===== src/design/cprgb_pkg.sv =====
// ----------------------------------------------------------------------------
// cprgb_pkg: shared definitions for the camera pixel to RGB888 converter
// Format codes, pixel and group types, chroma coefficients and the clamp.
// ----------------------------------------------------------------------------
package cprgb_pkg;

   // Input format codes held in the format register.
   localparam logic [1:0] FMT_YUYV   = 2'd0;
   localparam logic [1:0] FMT_RGB24  = 2'd1;
   localparam logic [1:0] FMT_RGB565 = 2'd2;
   localparam logic [1:0] FMT_UYVY   = 2'd3;

   // Chroma offset and 8.8 fixed-point coefficients.
   localparam logic [8:0]         CHROMA_BIAS = 9'd128;
   localparam logic signed [17:0] COEF_RV     = 18'sd359;
   localparam logic signed [17:0] COEF_GU     = 18'sd88;
   localparam logic signed [17:0] COEF_GV     = 18'sd183;
   localparam logic signed [17:0] COEF_BU     = 18'sd454;

   // One RGB888 pixel; red sits in the lowest bits when packed.
   typedef struct packed {
      logic [7:0] blue;
      logic [7:0] green;
      logic [7:0] red;
   } pix_type;

   // A decoded group handed from the input stage to the lanes and merge stage.
   typedef struct packed {
      logic              is_yuv;
      logic              first_only;
      logic [7:0]        y0;
      logic [7:0]        y1;
      logic signed [8:0] u;
      logic signed [8:0] v;
      pix_type           direct;
   } grp_type;

   // Floor shift by 8 of an 8.8 accumulator, then clamp to 0..255.
   function automatic logic [7:0] shift_clamp(input logic signed [17:0] acc);
      logic signed [9:0] q;
      q = 10'(acc >>> 8);
      if (q < 0) begin
         return 8'd0;
      end else if (q > 10'sd255) begin
         return 8'd255;
      end else begin
         return q[7:0];
      end
   endfunction

endpackage


===== src/design/cprgb_unpack.sv =====
// ----------------------------------------------------------------------------
// cprgb_unpack: input stage
// Registers one request and sorts its bytes into luma, chroma and direct RGB.
// ----------------------------------------------------------------------------
module cprgb_unpack
   import cprgb_pkg::*;
(
   input  logic        clock,
   input  logic        reset,
   input  logic [1:0]  fmt,
   input  logic        req_tvalid,
   output logic        req_tready,
   input  logic [31:0] req_tdata,   // byte0, byte1, byte2, byte3
   input  logic        req_tuser,   // first_only
   output logic        grp_valid,
   input  logic        grp_ready,
   output grp_type     grp
);

   logic    valid_ff, valid_in;
   grp_type grp_ff, grp_in;
   logic [7:0] b0, b1, b2, b3;

   assign b0 = req_tdata[7:0];
   assign b1 = req_tdata[15:8];
   assign b2 = req_tdata[23:16];
   assign b3 = req_tdata[31:24];

   // The stage refills whenever it is empty or its group moves on.
   assign req_tready = !valid_ff || grp_ready;

   // Decode the packed bytes according to the format.
   always_comb begin
      grp_in            = '0;
      grp_in.first_only = req_tuser;
      unique case (fmt)
         FMT_YUYV: begin
            grp_in.is_yuv = 1'b1;
            grp_in.y0     = b0;
            grp_in.u      = $signed({1'b0, b1} - CHROMA_BIAS);
            grp_in.y1     = b2;
            grp_in.v      = $signed({1'b0, b3} - CHROMA_BIAS);
         end
         FMT_UYVY: begin
            grp_in.is_yuv = 1'b1;
            grp_in.u      = $signed({1'b0, b0} - CHROMA_BIAS);
            grp_in.y0     = b1;
            grp_in.v      = $signed({1'b0, b2} - CHROMA_BIAS);
            grp_in.y1     = b3;
         end
         FMT_RGB24: begin
            grp_in.direct.red   = b0;
            grp_in.direct.green = b1;
            grp_in.direct.blue  = b2;
         end
         FMT_RGB565: begin
            grp_in.direct.red   = {b1[7:3], 3'b000};
            grp_in.direct.green = {b1[2:0], b0[7:5], 2'b00};
            grp_in.direct.blue  = {b0[4:0], 3'b000};
         end
         default: begin
            grp_in = '0;
         end
      endcase
   end

   assign valid_in = req_tready ? req_tvalid : valid_ff;

   // Control register with reset; payload loads on each accepted request.
   always_ff @(posedge clock) begin
      if (reset) begin
         valid_ff <= 1'b0;
      end else begin
         valid_ff <= valid_in;
      end
   end

   always_ff @(posedge clock) begin
      if (req_tvalid && req_tready) begin
         grp_ff <= grp_in;
      end
   end

   assign grp_valid = valid_ff;
   assign grp       = grp_ff;

endmodule


===== src/design/cprgb_lane.sv =====
// ----------------------------------------------------------------------------
// cprgb_lane: one YUV to RGB conversion lane
// Computes one pixel from its luma and the shared chroma pair.
// ----------------------------------------------------------------------------
module cprgb_lane
   import cprgb_pkg::*;
(
   input  logic [7:0]        y,
   input  logic signed [8:0] u,
   input  logic signed [8:0] v,
   output pix_type           pix
);

   logic signed [17:0] ys, u_ext, v_ext;
   logic signed [17:0] r_acc, g_acc, b_acc;

   assign ys    = $signed({2'b00, y, 8'b0});
   assign u_ext = 18'(u);
   assign v_ext = 18'(v);

   // Constant multiplies and sums in 8.8 fixed point.
   assign r_acc = ys + v_ext * COEF_RV;
   assign g_acc = ys - u_ext * COEF_GU - v_ext * COEF_GV;
   assign b_acc = ys + u_ext * COEF_BU;

   assign pix.red   = shift_clamp(r_acc);
   assign pix.green = shift_clamp(g_acc);
   assign pix.blue  = shift_clamp(b_acc);

endmodule


===== src/design/cprgb_merge.sv =====
// ----------------------------------------------------------------------------
// cprgb_merge: merging stage
// Collects a group's pixels and sends one per cycle while rsp_tready is high.
// ----------------------------------------------------------------------------
module cprgb_merge
   import cprgb_pkg::*;
(
   input  logic        clock,
   input  logic        reset,
   input  logic        grp_valid,
   output logic        grp_ready,
   input  grp_type     grp,
   input  pix_type     lane0_pix,
   input  pix_type     lane1_pix,
   output logic        rsp_tvalid,
   input  logic        rsp_tready,
   output logic [23:0] rsp_tdata,   // red, green, blue
   output logic        rsp_tlast    // last
);

   logic [1:0] cnt_ff, cnt_in;
   pix_type    pix0_ff, pix0_in, pix1_ff, pix1_in;
   logic       last0_ff, last0_in;
   logic       load, take;

   // A new group loads when the buffer empties in this cycle at the latest.
   assign grp_ready = (cnt_ff == 2'd0) || ((cnt_ff == 2'd1) && rsp_tready);
   assign load      = grp_valid && grp_ready;
   assign take      = rsp_tvalid && rsp_tready;

   // Buffer update: load a group, or shift the second pixel to the head.
   always_comb begin
      cnt_in   = cnt_ff;
      pix0_in  = pix0_ff;
      pix1_in  = pix1_ff;
      last0_in = last0_ff;
      if (load) begin
         pix0_in  = grp.is_yuv ? lane0_pix : grp.direct;
         pix1_in  = lane1_pix;
         last0_in = !grp.is_yuv || grp.first_only;
         cnt_in   = (grp.is_yuv && !grp.first_only) ? 2'd2 : 2'd1;
      end else if (take) begin
         pix0_in  = pix1_ff;
         last0_in = 1'b1;
         cnt_in   = cnt_ff - 2'd1;
      end
   end

   always_ff @(posedge clock) begin
      if (reset) begin
         cnt_ff <= 2'd0;
      end else begin
         cnt_ff <= cnt_in;
      end
   end

   always_ff @(posedge clock) begin
      pix0_ff  <= pix0_in;
      pix1_ff  <= pix1_in;
      last0_ff <= last0_in;
   end

   assign rsp_tvalid = (cnt_ff != 2'd0);
   assign rsp_tdata  = pix0_ff;
   assign rsp_tlast  = last0_ff;

`ifndef ASSERT_OFF
   // The buffer never holds more than one group's two pixels.
   a_cnt_range: assert property (@(posedge clock) disable iff (reset)
      cnt_ff != 2'd3)
      else $error("pixel buffer count out of range");

   // The head pixel carries the last flag exactly when it is the only one left.
   a_last_head: assert property (@(posedge clock) disable iff (reset)
      rsp_tvalid |-> (rsp_tlast == (cnt_ff == 2'd1)))
      else $error("last flag does not match buffer fill");

   // Taking the first of two pixels brings the second one to the head.
   a_shift: assert property (@(posedge clock) disable iff (reset)
      (cnt_ff == 2'd2 && take) |=> (cnt_ff == 2'd1 && pix0_ff == $past(pix1_ff)))
      else $error("second pixel lost on shift");
`endif

endmodule


===== src/design/camera_pixel_to_rgb888_core.sv =====
// ----------------------------------------------------------------------------
// camera_pixel_to_rgb888_core: camera pixel to RGB888 converter
// Path: the first pixel of a request passes the input-stage register and the
// merge buffer before it is valid on rsp.
// Throughput: one request per cycle for RGB24 and RGB565 and for single YUV
// pixels while rsp_tready is high; a full YUV group is two output pixels.
// Two conversion lanes handle both luma samples of a group at once.
// Reset: synchronous, active high; empties the pipeline and sets format YUYV.
// ----------------------------------------------------------------------------
module camera_pixel_to_rgb888_core
   import cprgb_pkg::*;
(
   input  logic        clock,
   input  logic        reset,
   input  logic        csr_wr_en,
   input  logic [1:0]  csr_wr_data,  // input_format
   input  logic        req_tvalid,
   output logic        req_tready,
   input  logic [31:0] req_tdata,    // byte0, byte1, byte2, byte3
   input  logic        req_tuser,    // first_only
   output logic        rsp_tvalid,
   input  logic        rsp_tready,
   output logic [23:0] rsp_tdata,    // red, green, blue
   output logic        rsp_tlast     // last
);

   logic [1:0] fmt_ff, fmt_in;
   logic       grp_valid, grp_ready;
   grp_type    grp;
   pix_type    lane0_pix, lane1_pix;

   // Format register.
   assign fmt_in = csr_wr_en ? csr_wr_data : fmt_ff;

   always_ff @(posedge clock) begin
      if (reset) begin
         fmt_ff <= FMT_YUYV;
      end else begin
         fmt_ff <= fmt_in;
      end
   end

   // Input stage.
   cprgb_unpack u_unpack (
      .clock      (clock),
      .reset      (reset),
      .fmt        (fmt_ff),
      .req_tvalid (req_tvalid),
      .req_tready (req_tready),
      .req_tdata  (req_tdata),
      .req_tuser  (req_tuser),
      .grp_valid  (grp_valid),
      .grp_ready  (grp_ready),
      .grp        (grp)
   );

   // Conversion lanes, one per luma sample.
   cprgb_lane u_lane0 (
      .y   (grp.y0),
      .u   (grp.u),
      .v   (grp.v),
      .pix (lane0_pix)
   );

   cprgb_lane u_lane1 (
      .y   (grp.y1),
      .u   (grp.u),
      .v   (grp.v),
      .pix (lane1_pix)
   );

   // Merging stage and output.
   cprgb_merge u_merge (
      .clock      (clock),
      .reset      (reset),
      .grp_valid  (grp_valid),
      .grp_ready  (grp_ready),
      .grp        (grp),
      .lane0_pix  (lane0_pix),
      .lane1_pix  (lane1_pix),
      .rsp_tvalid (rsp_tvalid),
      .rsp_tready (rsp_tready),
      .rsp_tdata  (rsp_tdata),
      .rsp_tlast  (rsp_tlast)
   );

endmodule


===== config.mk =====
export PLATFORM = sky130hd
export DESIGN_NAME = camera_pixel_to_rgb888_core
export DESIGN_NICKNAME = d
export VERILOG_FILES = /design/src/design/cprgb_pkg.sv /design/src/design/cprgb_unpack.sv /design/src/design/cprgb_lane.sv /design/src/design/cprgb_merge.sv /design/src/design/camera_pixel_to_rgb888_core.sv
export SDC_FILE = /design/constraint.sdc
export NUM_CORES = 1
export LEC_CHECK = 0
export CAP_MARGIN = 10
export CORE_MARGIN = 2
export CORE_UTILIZATION = 45
export DETAILED_ROUTE_END_ITERATION = 10
export DONT_BUFFER_PORTS = 1
export PLACE_DENSITY = 0.65
export SLEW_MARGIN = 25
export SYNTH_ARGS = -nofsm -noshare
export SYNTH_HDL_FRONTEND = slang
export SYNTH_SLANG_ARGS = --single-unit

===== constraint.sdc =====
create_clock -name clock -period 11.55 [get_ports clock]
set_input_delay 1.155 -clock clock [delete_from_list [all_inputs] [get_ports clock]]
set_output_delay 1.155 -clock clock [all_outputs]
set_load 0.01 [all_outputs]

Word-level counts from Yosys, hierarchy flattened
Index checks and enable logic that the tools add are counted.
{ "totals": {"output_inout_bits": 27, "ff_bits": 114} }
{ "classes": {"add_sub_neg": 13, "n_mul": 4, "n_reduce_logical": 16, "n_eq_ne": 4, "muxes": 20, "magnitude_cmp": 12} }
{ "op_table": {"columns": ["operator", "n"], "rows": [
  ["17-bit by 18-bit adder with 18-bit output", 4],
  ["24-bit 2-to-1 mux", 3],
  ["8-bit 2-to-1 mux", 9],
  ["34-bit case mux with 2 select lines", 1],
  ["10-bit by 9-bit greater-than comparator with 1-bit output, second input constant", 6],
  ["10-bit by 1-bit less-than comparator with 1-bit output, second input constant", 6],
  ["24-bit case mux with 2 select lines", 1],
  ["17-bit by 18-bit subtractor with 18-bit output", 2],
  ["18-bit subtractor", 2],
  ["8-bit by 8-bit subtractor with 9-bit output, second input constant", 4],
  ["9-bit by 10-bit multiplier with 18-bit output, second input constant", 1],
  ["9-bit by 9-bit multiplier with 18-bit output, second input constant", 1],
  ["9-bit by 9-bit multiplier with 17-bit output, second input constant", 1],
  ["9-bit by 5-bit multiplier with 14-bit output, second input constant", 1],
  ["2-bit 2-to-1 mux", 3],
  ["1-bit logical AND", 5],
  ["2-bit by 1-bit equality test with 1-bit output, second input constant", 2],
  ["2-bit equality test, second input constant", 2],
  ["2-bit logical NOT", 2],
  ["2-bit nonzero test", 2],
  ["1-bit logical NOT", 3],
  ["1-bit logical OR", 3],
  ["1-bit 2-to-1 mux", 3],
  ["2-bit OR reduction", 1],
  ["2-bit by 1-bit subtractor with 2-bit output, second input constant", 1]
]} }

Depth between registers and ports, before layout
Gate-level depths: netlist of the first run.
{ "logic_depth": {"word_depth": 8, "ltp_mapped": 29} }

Modules after synthesis
Synthesis of the first run repeated with hierarchy kept, for this count alone.
{ "hier_totals": {"hier_cells": 1852, "area_unflattened_um2": 18218.7} }
{ "modules_own_cells": {"columns": ["mod", "seq_area_each_um2", "cells_per_inst", "instances", "area_each_um2"], "rows": [
  ["cprgb_lane at u_lane1", 0.0, 746, 1, 6769.0],
  ["cprgb_lane at u_lane0", 0.0, 751, 1, 6588.8],
  ["cprgb_unpack", 1761.7, 195, 1, 2588.7],
  ["cprgb_merge", 1511.4, 154, 1, 2204.6],
  ["camera_pixel_to_rgb888_core", 40.0, 6, 1, 67.6]
]} }

Worst setup path before layout of the first run
Ideal clock, no wire load.
{ "synth_path": {"path_type": "register to register", "startpoint": "reg u_unpack.grp_ff, in the netlist u_unpack.grp[31]", "endpoint": "reg u_merge.pix0_ff, in the netlist u_merge.rsp_tdata[10], data pin", "synth_period_minus_slack_ps": 6676, "stages_incl_launch_ff": 27, "slack_ps": 4874, "required_ps": 11408, "t_arrival_ps": 6534, "n_path_buf": 2, "cell_sequence": "edfxtp_1 buf_2 inv_1 ha_1 xnor2_1 fa_1 fa_1 fa_1 inv_1 ha_1 nand3_1 o211ai_1 o21a_1 o21ai_0 nand2_1 a21o_1 a31oi_1 xnor2_1 fa_1 inv_1 ha_1 or3_1 o221ai_2 xnor3_1 or2_1 buf_6 o21ai_2"} }
{ "synth_lines": {"columns": ["item", "line", "text"], "rows": [
  ["from (decl)", "cprgb_unpack.sv:21", "grp_type grp_ff, grp_in;"],
  ["from (signal assigned)", "cprgb_unpack.sv:80", "grp_ff <= grp_in;"],
  ["to (signal assigned)", "cprgb_merge.sv:58", "pix0_ff <= pix0_in;"],
  ["to (decl)", "cprgb_merge.sv:22", "pix_type pix0_ff, pix0_in, pix1_ff, pix1_in;"]
]} }

==> results.json, run 1 <==
{
  "post-cts-setup-buffers": 0,
  "worst_pin_slew_ns": 0.969,
  "row_count": 62,
  "syn-instance-count": 1352,
  "num_io_pins": 67,
  "htree_num_levels": 3,
  "synth.most_common_cell": "inv_1",
  "synth-edff-count": 107,
  "cp_max_fo": 15,
  "arrival_ns": 7.60,
  "core-area_mm2": 0.0285,
  "die_x_um": 173,
  "yosysUniqueCellTypes": 74,
  "clk_pin_slew_ns": 0.09,
  "fin_crit_sh_pct": 63.9,
  "start_util_pct": 45.3,
  "grt_pass1_wl_mm": 52.5,
  "num_vias": 9630,
  "drv_slew": 0,
  "synth_fp_nets": 1675,
  "drive_gt1_share_pct": 4.10,
  "start_kind": "flip-flop",
  "hold_path_class": "reg -> reg",
  "cp.required_ns": 11.76,
  "dp_hpwl_mm": 26.4,
  "clockBufferDepth": 2,
  "dpl.cell_count": 1708,
  "cp_slowest_cell": "edfxtp_1",
  "status": "finished clean",
  "ctsResizeCount": 0,
  "routed_wl_mm": 33.0,
  "stdcell_count": 1725,
  "fp.dieArea_mm2": 0.0301,
  "ant_nets": 0,
  "fin_skew_ns": 0.0133,
  "seq_area_frac_synth_pct": 25.7,
  "cts_root_buf": "clkbuf_16",
  "synth_area_leaders": "edfxtp_1 25%, ha_1 20%, fa_1 12%",
  "syn_to_final_growth_pct": 5.48,
  "maxCapViolations": 0,
  "initialDrtViolationCount": 840,
  "firstDrtPassIters": 6,
  "gp_routability_congestion": 0.913,
  "drc_errors": 0,
  "ys.flop_type": "edfxtp_1",
  "antenna_found_initial": 0,
  "die_h_um": 173,
  "hold_buffers": 0,
  "path_cells": "inv_1 -> ha_1 -> xnor2_1 -> fa_1 -> fa_1 -> fa_1 -> inv_1 -> ha_1 -> nand3_1 -> o211ai_1 -> o21a_1 -> o21ai_0 -> nand2_1 -> a21o_1 -> a31oi_1 -> xnor2_1 -> fa_1 -> inv_1 -> ha_1 -> or3_1 -> o221ai_2 -> xnor3_1 -> or2_1 -> o21ai_2",
  "ys_seq_elements": 112,
  "setup_viol": 0,
  "ys_warn_count": 0,
  "numCtsBuffers": 9,
  "crit_path_end_kind": "flip-flop",
  "insertion_delay_ns": 0.37,
  "yosysTopAreaCellShare_pct": 24.9,
  "crit_path_frequent_cell": "fa_1",
  "avgSynthCellArea_um2": 9.55,
  "nets": 1658,
  "post-synth-top-area-cell": "edfxtp_1",
  "wire_per_inst_um": 19.1,
  "critical_path_class": "reg -> reg",
  "portBuffers": 0,
  "synth_area_mm2": 0.0129,
  "grt_overflow": 0,
  "vias_per_cell": 5.58,
  "first_global_vias": 9350,
  "cts_tree": "built",
  "rsz0062_at_grt": "false",
  "fin_crit_ns": 7.38,
  "final_hold_viol_count": 0,
  "clock_sinks": 112,
  "cpPeakStageDelay_ns": 0.78,
  "grt_util_all_layers_pct": 22.5,
  "async_flop_share_pct": 0,
  "slew_headroom_pct": 35.2,
  "ys_top_cells_by_count": "223 x inv_1, 204 x ha_1, 120 x nor2_1",
  "final.setup.tns_ns": 0,
  "grt_max_degree": 59,
  "fmax_mhz": 135
}
kinds of logic after synthesis:
family / synth area share (%)
mux: 0.552
compound gates: 16.7
buf+inv: 7.68
fa+ha+maj: 32.0
simple gates: 11.0
xor+xnor: 6.38
flops: 25.7
flip-flops by register name (all words and copies together), names as in the netlist:
register	count
fmt_ff	2
u_merge.cnt_ff	2
u_merge.pix1_ff	24
u_merge.rsp_tdata	24
u_merge.rsp_tlast	1
u_unpack.grp	58
u_unpack.grp_valid	1
metal layers:
layer  up-vias  track usage, %  share of wire, %
li1       4669               -                 -
met1      4650            32.5                47
met2       264            34.3                44
met3        47            3.44               5.6
met4         0            7.73               3.3
met5         -               0                 0
critical path, delay by kind of cell (launching register included):
family                     cells  cell delay (ns)
adders and majority gates      7             3.27
AOI/OAI and AO/OA              7             1.21
and+or+nand+nor                4             0.94
DFF                            1             0.78
xor gates and xnor gates       3             0.68
buffers and inverters          3             0.33
path summary, 6_finish.rpt:
path                            cells after the start  slack, ns                              end                            from
worst max-delay path                               24       4.17  u_merge.rsp_tdata[11]$_DFFE_PP_      u_unpack.grp[31]$_DFFE_PP_
worst min-delay path                                2       0.51   u_merge.cnt_ff[1]$_SDFFE_PP0P_  u_merge.cnt_ff[1]$_SDFFE_PP0P_
worst max register to register                     24       4.17  u_merge.rsp_tdata[11]$_DFFE_PP_      u_unpack.grp[31]$_DFFE_PP_
worst min register to register                      2       0.51   u_merge.cnt_ff[1]$_SDFFE_PP0P_  u_merge.cnt_ff[1]$_SDFFE_PP0P_
cell usage in the layout, fill, tap and decap left out, types with 10 or more instances in the layout:
cell type,n
a211oi_1,11
a21o_1,20
a21oi_1,73
a22o_1,16
a22oi_1,30
and3_1,14
clkbuf_16,10
edfxtp_1,107
fa_1,79
ha_1,203
inv_1,223
nand2_1,43
nand2b_1,11
nand3_1,10
nor2_1,120
nor2b_1,13
nor3_1,22
nor3b_1,28
o21a_1,33
o21ai_0,28
o21ai_1,18
o31ai_1,18
xnor2_1,63
xor2_1,17
layout make-up:
cell class | instances | area (um2)
multi-input cells | 981 | 8610
inverters | 224 | 841
repair buffers | 7 | 52.6
clock buffers | 10 | 250
fillers | 2687 | 14900
diodes | 1 | 2.50
clock inverters | 6 | 65.1
well taps | 384 | 480
flip-flops and latches | 112 | 3310
metrics by stage:
stage          hold slack [ns]  util [%]  area [um2]  setup slack [ns]
6_report                 0.508      47.8       13600              4.17
5_1_grt                  0.545      47.8       13600              3.68
4_1_cts                  0.511      47.8       13600              4.16
3_5_place_dp             0.498      46.7       13300              4.22
3_3_place_gp             0.485      46.7       13300              4.33
2_1_floorplan            0.472         -       12900              4.87
Power of run 1 is not shown: default switching activity piles up to over one toggle a cycle in this logic, so the estimate is an artifact.
==> run 2, diff against run 1 <==
--- a/config.mk
+++ b/config.mk
@@ -5,6 +5,7 @@
 export SDC_FILE = /design/constraint.sdc
 export NUM_CORES = 1
 export LEC_CHECK = 0
+export ABC_AREA = 1
 export CAP_MARGIN = 10
 export CORE_MARGIN = 2
 export CORE_UTILIZATION = 45
==> constraint.sdc (replaced) <==
create_clock -name clock -period 7 [get_ports clock]
set_input_delay 0.7 -clock clock [delete_from_list [all_inputs] [get_ports clock]]
set_output_delay 0.7 -clock clock [all_outputs]
set_load 0.01 [all_outputs]
==> run 2 against run 1 <==
  * Core utilization increased by 0.51 points
  * Sequential share of layout area decreased by 1.0 points
  * Worst hold slack got worse by 0.12 ns
==> results.json, run 2 <==
{
  "largest_reg_flops": 58,
  "numCtsBuffers": 9,
  "arrival_ns": 6.54,
  "cp_slowest_cell": "fa_1",
  "grt_util_all_layers_pct": 23.1,
  "fin_crit_ns": 6.42,
  "placed_area_mm2": 0.0138,
  "syn_to_final_growth_pct": 6.36,
  "ys_warn_count": 0,
  "hold_path_class": "in -> reg",
  "ys_seq_elements": 112,
  "fin_crit_sh_pct": 91.8,
  "post-synth-top-area-cell": "edfxtp_1",
  "nets": 1910,
  "synth_area_mm2": 0.0134,
  "ys_top_cells_by_count": "314 x inv_1, 234 x nand2_1, 204 x ha_1",
  "start_kind": "flip-flop",
  "ant_nets": 0,
  "whs_ns": 0.391,
  "mostFrequentLayoutCells": "313 x inv_1, 234 x nand2_1, 204 x ha_1",
  "slew_headroom_pct": 37.6,
  "synth_fp_nets": 1905,
  "clockBufferDepth": 2,
  "grt_max_degree": 59,
  "post-route-util_pct": 48.3,
  "fp.dieArea_mm2": 0.0311,
  "worst_pin_slew_ns": 0.936,
  "ys.flop_type": "edfxtp_1",
  "drive_gt1_share_pct": 7.66,
  "grt_overflow": 0,
  "fin_skew_ns": 0.0203,
  "portBuffers": 0,
  "crit_path_end_kind": "flip-flop",
  "core-area_mm2": 0.0294,
  "start_util_pct": 45.5,
  "fmax_mhz": 156,
  "n_fill_cell": 2837,
  "synth_area_leaders": "edfxtp_1 24%, ha_1 19%, fa_1 12%",
  "vias_per_cell": 5.34,
  "firstDrtPassIters": 6,
  "ctsResizeCount": 0,
  "antenna_found_initial": 2,
  "synth-edff-count": 107,
  "row_count": 63,
  "insertion_delay_ns": 0.37,
  "cpPeakStageDelay_ns": 0.54,
  "yosysTopAreaCellShare_pct": 24.0,
  "clock_sinks": 112,
  "syn-instance-count": 1582,
  "first_global_vias": 10200,
  "final_hold_viol_count": 0,
  "die_x_um": 176,
  "num_io_pins": 67,
  "critical_path_class": "reg -> reg",
  "maxCapViolations": 0,
  "grt_pass1_wl_mm": 55.3,
  "gp_routability_congestion": 0.923,
  "cp_max_fo": 7,
  "final.setup.tns_ns": 0,
  "drv_slew": 0,
  "cp.required_ns": 7.11,
  "fin_area_mm2": 0.0142,
  "yosysUniqueCellTypes": 48,
  "async_flop_share_pct": 0,
  "reg2reg_depth": 31,
  "clk_pin_slew_ns": 0.09,
  "initialDrtViolationCount": 949,
  "num_vias": 10600,
  "routed_wl_mm": 35.2,
  "die_h_um": 176,
  "dp_hpwl_mm": 28.8,
  "seq_area_frac_synth_pct": 24.8,
  "drc_errors": 0,
  "final_common_cell": "inv_1",
  "setup_viol": 0,
  "cts_root_buf": "clkbuf_16",
  "whs_path_depth": 1,
  "crit_path_frequent_cell": "nand2_1",
  "status": "finished clean",
  "antennaDiodeCount": 0,
  "wire_per_inst_um": 17.8,
  "avgSynthCellArea_um2": 8.45,
  "synth.most_common_cell": "inv_1",
  "htree_num_levels": 3,
  "cts_tree": "built"
}
[run 2: changes by cell type after synthesis, sizes merged, moves of 28 or more]
cell	before	now
nand2	43	265
a21oi	73	199
inv	223	317
nand3	10	74
xor2	18	53
o21a	33	0
a22oi	30	0
xnor2	66	37
nor3b	28	0
[run 2: final cells by class]
type | count | area (um2) | share of cell area, %
multi-input combinational | 1126 | 8750 | 61.6
sequential | 112 | 3310 | 23.3
inverter | 318 | 1190 | 8.40
tap | 390 | 488 | 3.43
clock buffer | 9 | 225 | 1.58
timing repair buffer | 20 | 150 | 1.06
clock inverter | 7 | 93.8 | 0.660
[run 2: metal layers]
metal | track usage (%) | up-vias | part of all wire, %
li1 | - | 5198 | -
met1 | 33.2 | 4956 | 46
met2 | 37.0 | 380 | 45
met3 | 2.89 | 45 | 7.0
met4 | 5.75 | 4 | 2.4
met5 | 0 | - | 0.071
[run 2: cell families (layout without fill, tap and decap cells)]
group	count (synthesis)	count (layout)	share of synthesized area, %
AND/OR/NAND/NOR	459	459	15.4
buffers and inverters	344	354	9.82
AO/OA/AOI/OAI	294	294	12.6
adder cells (fa/ha/maj)	283	283	30.9
flip-flops	112	112	24.8
XOR/XNOR	90	90	6.40
[run 2: critical path, delay by kind of cell, from the launching register on]
kind,cells,cell delay (ns)
simple gates,11,0.84
fa+ha+maj,7,3.11
xor+xnor,2,0.39
compound gates,5,0.82
flops,1,0.52
buf+inv,6,0.46
[run 2: repair_timing]
action	4_1_cts	5_1_grt
setup endpoints to repair	0	16
hold buffers	0	0
buffers inserted	0	8
[run 2: worst paths after layout]
path / to / slack (ns) / start
setup / recovery: u_merge.pix1_ff[11]$_SDFFCE_PN0P_ / 0.58 / u_unpack.grp[30]$_DFFE_PP_
hold / removal: u_unpack.grp_valid$_SDFFE_PP0N_ / 0.39 / reset
setup reg to reg: u_merge.pix1_ff[11]$_SDFFCE_PN0P_ / 0.58 / u_unpack.grp[30]$_DFFE_PP_
hold reg to reg: fmt_ff[1]$_SDFFE_PP0P_ / 0.54 / fmt_ff[1]$_SDFFE_PP0P_
[run 2: metrics by stage]
stage / setup slack, ns / std cells
final: 0.577 / 1982
after detailed placement: 0.414 / 1958
after global placement: 0.627 / 1958
after floorplan: 0.867 / 1582
after global routing: -0.00812 / 1982
after CTS: 0.395 / 1974
Power of run 2 is left out for the same reason.
